<file path="src/rtl/lbts_pkg.sv">
`default_nettype none

package lbts_pkg;

   localparam logic CMD_REGISTER = 1'b0;
   localparam logic CMD_READY    = 1'b1;

   localparam logic [1:0] PERR_NONE   = 2'd0;
   localparam logic [1:0] PERR_ACTIVE = 2'd1;
   localparam logic [1:0] PERR_RANGE  = 2'd2;

   localparam logic [1:0] IERR_NONE     = 2'd0;
   localparam logic [1:0] IERR_NONPOS   = 2'd1;
   localparam logic [1:0] IERR_MISMATCH = 2'd2;

   typedef struct packed {
      logic load;
      logic exec;
   } ctl_cmd_type;

endpackage

`default_nettype wire

</file>
<file path="src/rtl/lbts_ctrl.sv">
`default_nettype none

module lbts_ctrl (
   input  wire                  clock,
   input  wire                  reset,
   input  wire                  req_valid,
   output logic                 req_ready,
   output logic                 rsp_valid,
   input  wire                  rsp_ready,
   output lbts_pkg::ctl_cmd_type ctl
);
   import lbts_pkg::*;

   typedef enum logic {
      ST_IDLE,
      ST_EXEC
   } state_type;

   state_type state_ff, state_in;
   logic      rsp_valid_ff, rsp_valid_in;
   logic      out_free;

   assign req_ready = (state_ff == ST_IDLE);
   assign rsp_valid = rsp_valid_ff;
   assign out_free  = !rsp_valid_ff || rsp_ready;

   always_comb begin
      state_in = state_ff;
      ctl.load = 1'b0;
      ctl.exec = 1'b0;
      case (state_ff)
         ST_IDLE: begin
            if (req_valid) begin
               ctl.load = 1'b1;
               state_in = ST_EXEC;
            end
         end
         ST_EXEC: begin
            if (out_free) begin
               ctl.exec = 1'b1;
               state_in = ST_IDLE;
            end
         end
         default: begin
            state_in = ST_IDLE;
         end
      endcase
      rsp_valid_in = ctl.exec ? 1'b1 : (rsp_valid_ff && !rsp_ready);
   end

   always_ff @(posedge clock) begin
      if (reset) begin
         state_ff     <= ST_IDLE;
         rsp_valid_ff <= 1'b0;
      end else begin
         state_ff     <= state_in;
         rsp_valid_ff <= rsp_valid_in;
      end
   end

   a_exec_slot_free: assert property (@(posedge clock) disable iff (reset)
      ctl.exec |-> (!rsp_valid_ff || rsp_ready))
      else $error("result register overwritten while still pending");

   a_load_then_busy: assert property (@(posedge clock) disable iff (reset)
      (req_valid && req_ready) |=> !req_ready)
      else $error("request taken without evaluation step");

   a_valid_from_exec: assert property (@(posedge clock) disable iff (reset)
      $rose(rsp_valid_ff) |-> $past(ctl.exec))
      else $error("response raised without evaluation");

endmodule

`default_nettype wire

</file>
<file path="src/rtl/lbts_datapath.sv">
`default_nettype none

module lbts_datapath #(
   parameter int PARTICIPANTS = 8,
   parameter int CREDIT_BITS  = 8
) (
   input  wire                   clock,
   input  wire                   reset,
   input  wire lbts_pkg::ctl_cmd_type ctl,
   input  wire                   req_cmd,
   input  wire signed [7:0]      req_participant,
   input  wire signed [31:0]     req_interval_ns,
   output logic                  rsp_ok,
   output logic [1:0]            rsp_participant_error,
   output logic [1:0]            rsp_interval_error,
   output logic [63:0]           rsp_sim_time_ns
);
   import lbts_pkg::*;

   localparam logic [CREDIT_BITS-1:0] CreditMax = '1;

   logic                    cmd_ff;
   logic [7:0]              part_ff;
   logic [31:0]             ivl_ff;

   logic [PARTICIPANTS-1:0] active_ff, active_in;
   logic [CREDIT_BITS-1:0]  credit_ff [PARTICIPANTS];
   logic [CREDIT_BITS-1:0]  credit_in [PARTICIPANTS];
   logic [CREDIT_BITS-1:0]  bumped    [PARTICIPANTS];
   logic [30:0]             tick_ff, tick_in;
   logic [63:0]             time_ff, time_in;

   logic                    ok_ff, ok_in;
   logic [1:0]              perr_ff, perr_in;
   logic [1:0]              ierr_ff, ierr_in;

   logic                    in_range;
   logic [PARTICIPANTS-1:0] sel;
   logic                    hit_active;
   logic                    pgood, igood;
   logic                    all_credit;

   always_comb begin
      in_range = (part_ff < 8'(PARTICIPANTS));
      for (int i = 0; i < PARTICIPANTS; i++) begin
         sel[i] = in_range && (part_ff == 8'(i));
      end
      hit_active = |(active_ff & sel);

      active_in = active_ff;
      tick_in   = tick_ff;
      time_in   = time_ff;
      for (int i = 0; i < PARTICIPANTS; i++) begin
         credit_in[i] = credit_ff[i];
      end
      ok_in      = 1'b0;
      perr_in    = PERR_NONE;
      ierr_in    = IERR_NONE;
      pgood      = 1'b0;
      igood      = 1'b0;
      all_credit = 1'b1;

      for (int i = 0; i < PARTICIPANTS; i++) begin
         bumped[i] = (sel[i] && (credit_ff[i] != CreditMax)) ?
                     credit_ff[i] + CREDIT_BITS'(1) : credit_ff[i];
         if (active_ff[i] && (bumped[i] == '0)) begin
            all_credit = 1'b0;
         end
      end

      if (cmd_ff == CMD_REGISTER) begin
         if (!in_range) begin
            perr_in = PERR_RANGE;
         end else if (hit_active) begin
            perr_in = PERR_ACTIVE;
         end else begin
            active_in = active_ff | sel;
            pgood     = 1'b1;
         end
         if ((ivl_ff == 32'd0) || ivl_ff[31]) begin
            ierr_in = IERR_NONPOS;
         end else if (tick_ff == 31'd0) begin
            tick_in = ivl_ff[30:0];
            igood   = 1'b1;
         end else if (ivl_ff[30:0] != tick_ff) begin
            ierr_in = IERR_MISMATCH;
         end else begin
            igood = 1'b1;
         end
         ok_in = pgood && igood;
      end else begin
         if (!in_range) begin
            perr_in = PERR_RANGE;
         end
         for (int i = 0; i < PARTICIPANTS; i++) begin
            credit_in[i] = (all_credit && active_ff[i]) ?
                           bumped[i] - CREDIT_BITS'(1) : bumped[i];
         end
         if (all_credit) begin
            time_in = time_ff + {33'd0, tick_ff};
            ok_in   = 1'b1;
         end
      end
   end

   always_ff @(posedge clock) begin
      if (ctl.load) begin
         cmd_ff  <= req_cmd;
         part_ff <= $unsigned(req_participant);
         ivl_ff  <= $unsigned(req_interval_ns);
      end
      if (ctl.exec) begin
         ok_ff   <= ok_in;
         perr_ff <= perr_in;
         ierr_ff <= ierr_in;
      end
   end

   always_ff @(posedge clock) begin
      if (reset) begin
         active_ff <= '0;
         tick_ff   <= '0;
         time_ff   <= '0;
         for (int i = 0; i < PARTICIPANTS; i++) begin
            credit_ff[i] <= '0;
         end
      end else if (ctl.exec) begin
         active_ff <= active_in;
         tick_ff   <= tick_in;
         time_ff   <= time_in;
         for (int i = 0; i < PARTICIPANTS; i++) begin
            credit_ff[i] <= credit_in[i];
         end
      end
   end

   assign rsp_ok                = ok_ff;
   assign rsp_participant_error = perr_ff;
   assign rsp_interval_error    = ierr_ff;
   assign rsp_sim_time_ns       = time_ff;

endmodule

`default_nettype wire

</file>
<file path="src/rtl/lockstep_barrier_time_stepper.sv">
// A request is taken into the request registers in ST_IDLE, evaluated in ST_EXEC
// once the response register is free, and its response registered. No new request
// is taken until then; one response may wait while the next request is taken.
// Reset: synchronous, active high; clears active mask, credits, tick interval,
// simulated time and the response valid flag.
`default_nettype none

module lockstep_barrier_time_stepper #(
   parameter int PARTICIPANTS = 8,
   parameter int CREDIT_BITS  = 8
) (
   input  wire               clock,
   input  wire               reset,
   input  wire               req_valid,
   output logic              req_ready,
   input  wire               req_cmd,
   input  wire signed [7:0]  req_participant,
   input  wire signed [31:0] req_interval_ns,
   output logic              rsp_valid,
   input  wire               rsp_ready,
   output logic              rsp_ok,
   output logic [1:0]        rsp_participant_error,
   output logic [1:0]        rsp_interval_error,
   output logic [63:0]       rsp_sim_time_ns
);
   import lbts_pkg::*;

   ctl_cmd_type ctl;

   lbts_ctrl u_ctrl (
      .clock     (clock),
      .reset     (reset),
      .req_valid (req_valid),
      .req_ready (req_ready),
      .rsp_valid (rsp_valid),
      .rsp_ready (rsp_ready),
      .ctl       (ctl)
   );

   lbts_datapath #(
      .PARTICIPANTS (PARTICIPANTS),
      .CREDIT_BITS  (CREDIT_BITS)
   ) u_datapath (
      .clock                 (clock),
      .reset                 (reset),
      .ctl                   (ctl),
      .req_cmd               (req_cmd),
      .req_participant       (req_participant),
      .req_interval_ns       (req_interval_ns),
      .rsp_ok                (rsp_ok),
      .rsp_participant_error (rsp_participant_error),
      .rsp_interval_error    (rsp_interval_error),
      .rsp_sim_time_ns       (rsp_sim_time_ns)
   );

endmodule

`default_nettype wire

</file>
<file path="config.mk">
export PLATFORM = sky130hd
export DESIGN_NAME = lockstep_barrier_time_stepper
export DESIGN_NICKNAME = d
export VERILOG_FILES = /design/src/rtl/lbts_pkg.sv /design/src/rtl/lbts_ctrl.sv /design/src/rtl/lbts_datapath.sv /design/src/rtl/lockstep_barrier_time_stepper.sv
export SDC_FILE = /design/constraint.sdc
export NUM_CORES = 1
export LEC_CHECK = 0
export CORE_UTILIZATION = 50
export CTS_BUF_LIST = sky130_fd_sc_hd__clkbuf_16
export DETAILED_ROUTE_END_ITERATION = 10
export DONT_BUFFER_PORTS = 1
export PLACE_DENSITY = 0.74
export SLEW_MARGIN = 25
export SYNTH_ARGS = -nofsm -noshare
export SYNTH_HDL_FRONTEND = slang
export SYNTH_HIERARCHICAL = 1
export SYNTH_SLANG_ARGS = --single-unit
</file>
<file path="constraint.sdc">
create_clock -name clock -period 5.5 [get_ports clock]
set_input_delay 0.275 -clock clock [delete_from_list [all_inputs] [get_ports clock]]
set_output_delay 0.275 -clock clock [all_outputs]
set_load 0.005 [all_outputs]
</file>
==> impl_metrics.env <==
export IMPL_async_flop_share_pct=0
export IMPL_min_to="u_datapath/rsp_sim_time_ns[28]"
export IMPL_final_cells=1868
export IMPL_slowest_delay_ns=0.82
export IMPL_initial_core_util_pct=51.2
export IMPL_rrSetupSlack_ns=0.82
export IMPL_design_die_area_mm2=0.0274
export IMPL_rows=59
export IMPL_status="finished, final reports clean"
export IMPL_final_hold_viol_count=0
export IMPL_diodes=0
export IMPL_drive_gt1_share_pct=6.98
export IMPL_grt_max_degree=120
export IMPL_synth_area_leaders="edfxtp_1 25%, dfxtp_1 16%, a21oi_1 5.5%, ha_1 5.0%, xnor2_1 4.6%"
export IMPL_maxCapViolCount=0
export IMPL_synth_cells=1489
export IMPL_setup_violations=0
export IMPL_avgSynthCellArea_um2=8.99
export IMPL_tightest_slew_ns=0.985
export IMPL_dp_hpwl_mm=23.7
export IMPL_synth_cell_types=76
export IMPL_ys_flop_type="edfxtp_1"
export IMPL_wl_mm=35.0
export IMPL_antenna_left=0
export IMPL_hp_start="reset"
export IMPL_relSlewSlack_pct=34.4
export IMPL_die_h_um=166
export IMPL_crit_fanout=23
export IMPL_ys_warn_count=6
export IMPL_fin_skew_ns=0.0297
export IMPL_max_freq_ghz=0.214
export IMPL_dr_pass1_iters=7
export IMPL_dp_cells=1775
export IMPL_grt_pass1_vias=11200
export IMPL_crit_chain="nor4b_4 -> o211ai_1 -> xnor2_1 -> ha_1 -> and3_1 -> nand3b_1 -> o2111a_1 -> nand4_1 -> or4b_2 -> nand2_1"
export IMPL_io_buffers=0
export IMPL_synth_edf_count=110
export IMPL_cts_buffers=26
export IMPL_rr_endpoint="u_datapath/credit_ff[1][20]"
export IMPL_cts_root_buffer="clkbuf_16"
export IMPL_clk_pin_slew_ns=0.06
export IMPL_grt_antenna_before_repair=0
export IMPL_slew_violations=0
export IMPL_cts_setup_buffers=0
export IMPL_fp_coreArea_mm2=0.0261
export IMPL_hold_depth=2
export IMPL_placed_cell_area_mm2=0.0137
export IMPL_cp_slowest_cell="nor4b_4"
export IMPL_h_tree_depth=1
export IMPL_p_leak_nw=5.34
export IMPL_seq_area_frac_synth_pct=40.4
export IMPL_viasPerCell=6.25
export IMPL_fin_crit_ns=4.68
export IMPL_synth_top_cell_area_share_pct=24.7
export IMPL_power_mw=3.95
export IMPL_timing_reg2reg_worst_path_depth=10
export IMPL_period_share_pct=85.1
export IMPL_clkSinkCount=215
export IMPL_start_kind="register"
export IMPL_end_kind="register"
export IMPL_fin_tns_setup_ns=0
export IMPL_grt_pass1_wl_mm=56.4
export IMPL_area_delta_synth_final_pct=12.7
export IMPL_arrival_ns=5.08
export IMPL_nNetsFinal=1612
export IMPL_rr_startpoint="u_datapath/part_ff[7]"
export IMPL_multi_input_area_mm2=0.00758
export IMPL_rsz0062_at_grt="false"
export IMPL_hp_class="in -> reg"
export IMPL_fillers=2241
export IMPL_drtIter0Drc=967
export IMPL_syn_nets=1588
export IMPL_dr_total_vias=11700
export IMPL_place_ws_ns=0.869
export IMPL_yosys_register_bits=215
export IMPL_gp_congestion=0.935
export IMPL_yosys_area_top_type="edfxtp_1"
export IMPL_grt_overflow=0
export IMPL_cts_tree="built"
export IMPL_critPathKind="reg -> reg"
export IMPL_powerDensity_mw_per_mm2=262
export IMPL_die_w_um=166
export IMPL_cp_data_required_time_ns=5.90
export IMPL_design_area_mm2=0.0151
export IMPL_grt_usage_pct=25.7
export IMPL_setup_slack_ns=0.819
export IMPL_drc=0
export IMPL_regArea_mm2=0.00541
export IMPL_wire_per_inst_um=18.7
export IMPL_ioPinCount=116
export IMPL_cts_buffer_depth=3
export IMPL_syn_cell_area_mm2=0.0134
export IMPL_peakVddDrop_uv=334
export IMPL_clock_latency_ns=0.54
==> kinds of logic (layout without fill, tap and decap cells) <==
family                   after synthesis  after routing  synth area share [%]
AO/OA/AOI/OAI                        349            349                  16.5
XOR/XNOR                             105            105                  6.87
multiplexers                          46             46                  3.63
buffers and inverters                107            151                  3.13
adder cells (fa/ha/maj)               54             54                  5.11
flip-flops                           215            215                  40.4
AND/OR/NAND/NOR                      613            613                  24.4
==> stage by stage <==
| stage | utilization [%] | hold WS, ns |
|---|---|---|
| after CTS | 57.7 | 0.0133 |
| final | 57.7 | 0.0354 |
| after detailed placement | 52.5 | 0.355 |
| after global routing | 57.7 | 0.0202 |
| after floorplan | - | 0.344 |
| after global placement | 52.5 | 0.352 |
==> critical path: cells and delay by family, from the launching register on <==
| kind | cells | cell delay, ns |
|---|---|---|
| fa+ha+maj | 1 | 0.28 |
| simple gates | 6 | 2.20 |
| xor+xnor | 1 | 0.30 |
| compound gates | 2 | 1.23 |
| flops | 1 | 0.50 |
==> Yosys cell counts (16+ instances only) <==
master,count
a21oi_1,146
nand2_1,140
nor2_1,125
edfxtp_1,110
dfxtp_1,105
xnor2_1,71
nand3_1,69
clkbuf_1,55
ha_1,53
nand4_1,45
o21ai_0,44
inv_1,39
nor3_1,34
nor4_1,34
o31ai_1,34
xor2_1,34
or4_1,30
mux2i_1,26
and3_1,20
mux2_2,19
a21o_1,18
or3_1,17
nor2b_1,16
==> sequential cells by signal (all words and copies together), names as in the netlist <==
register,flops
u_datapath/credit_ff,64
u_datapath/rsp_sim_time_ns,64
u_datapath/ivl_ff,32
u_datapath/tick_ff,31
u_datapath/active_ff,8
u_datapath/part_ff,8
u_datapath/rsp_interval_error,2
u_datapath/rsp_participant_error,2
u_ctrl/rsp_valid,1
u_ctrl/state_ff,1
u_datapath/cmd_ff,1
u_datapath/rsp_ok,1
==> where the power goes <==
part	switching [mW]	total [mW]	internal (mW)
clock	0.704	1.79	1.09
combinational	0.190	0.324	0.134
sequential	0.0826	1.84	1.75
total	0.977	3.95	2.97
==> layer usage <==
metal  routed length, um  GRT usage (%)  vias to the layer above
met5                   0              0                        -
met4                1470           11.5                        0
met3                2140           4.80                      101
met2               16900           44.4                      385
met1               14400           30.9                     5532
li1                    -              -                     5651
==> worst max-delay path by stage <==
| stage | start | endpoint | slack (ns) | depth (start not counted) |
|---|---|---|---|---|
| detailed placement | u_datapath/part_ff[7] | u_datapath/credit_ff[1][28] | 0.87 | 11 |
| finish | u_datapath/part_ff[7] | u_datapath/credit_ff[1][20] | 0.82 | 10 |
| global placement | u_datapath/part_ff[7] | u_datapath/credit_ff[1][28] | 1.01 | 9 |
| global route | u_datapath/part_ff[7] | u_datapath/credit_ff[1][28] | 0.50 | 11 |
| CTS | u_datapath/part_ff[7] | u_datapath/credit_ff[1][28] | 0.87 | 11 |
| floorplan | u_datapath/part_ff[7] | u_datapath/rsp_sim_time_ns[51] | 1.69 | 15 |
==> placed cells by master (no fill, tap or decap), drive strengths merged, types with 12 or more instances in the layout <==
cell type,instances
a21oi,146
nand2,140
nor2,125
edfxtp,110
dfxtp,105
xnor2,71
nand3,69
ha,53
nand4,45
o21ai,45
inv,45
dlygate4sd3,44
nor4,37
o31ai,34
xor2,34
nor3,34
or4,30
clkbuf,27
mux2i,26
and3,20
mux2,20
buf,20
a21o,18
or3,17
nor2b,16
a31oi,15
and2,15
nand2b,13
a211oi,12
==> what timing repair did <==
action	in CTS	in global routing
hold buffers	45	0
endpoints found under the hold margin	157	0
resized for setup	0	0
==> cell type report <==
class	instances	area share, %
Multi-Input combinational cell	1167	50.3
Sequential cell	215	35.8
Clock buffer	27	4.48
Timing Repair Buffer	64	4.13
Tap cell	335	2.78
Clock inverter	21	1.53
Inverter	39	0.971
Note: power is estimated with default switching activity, not from simulation.
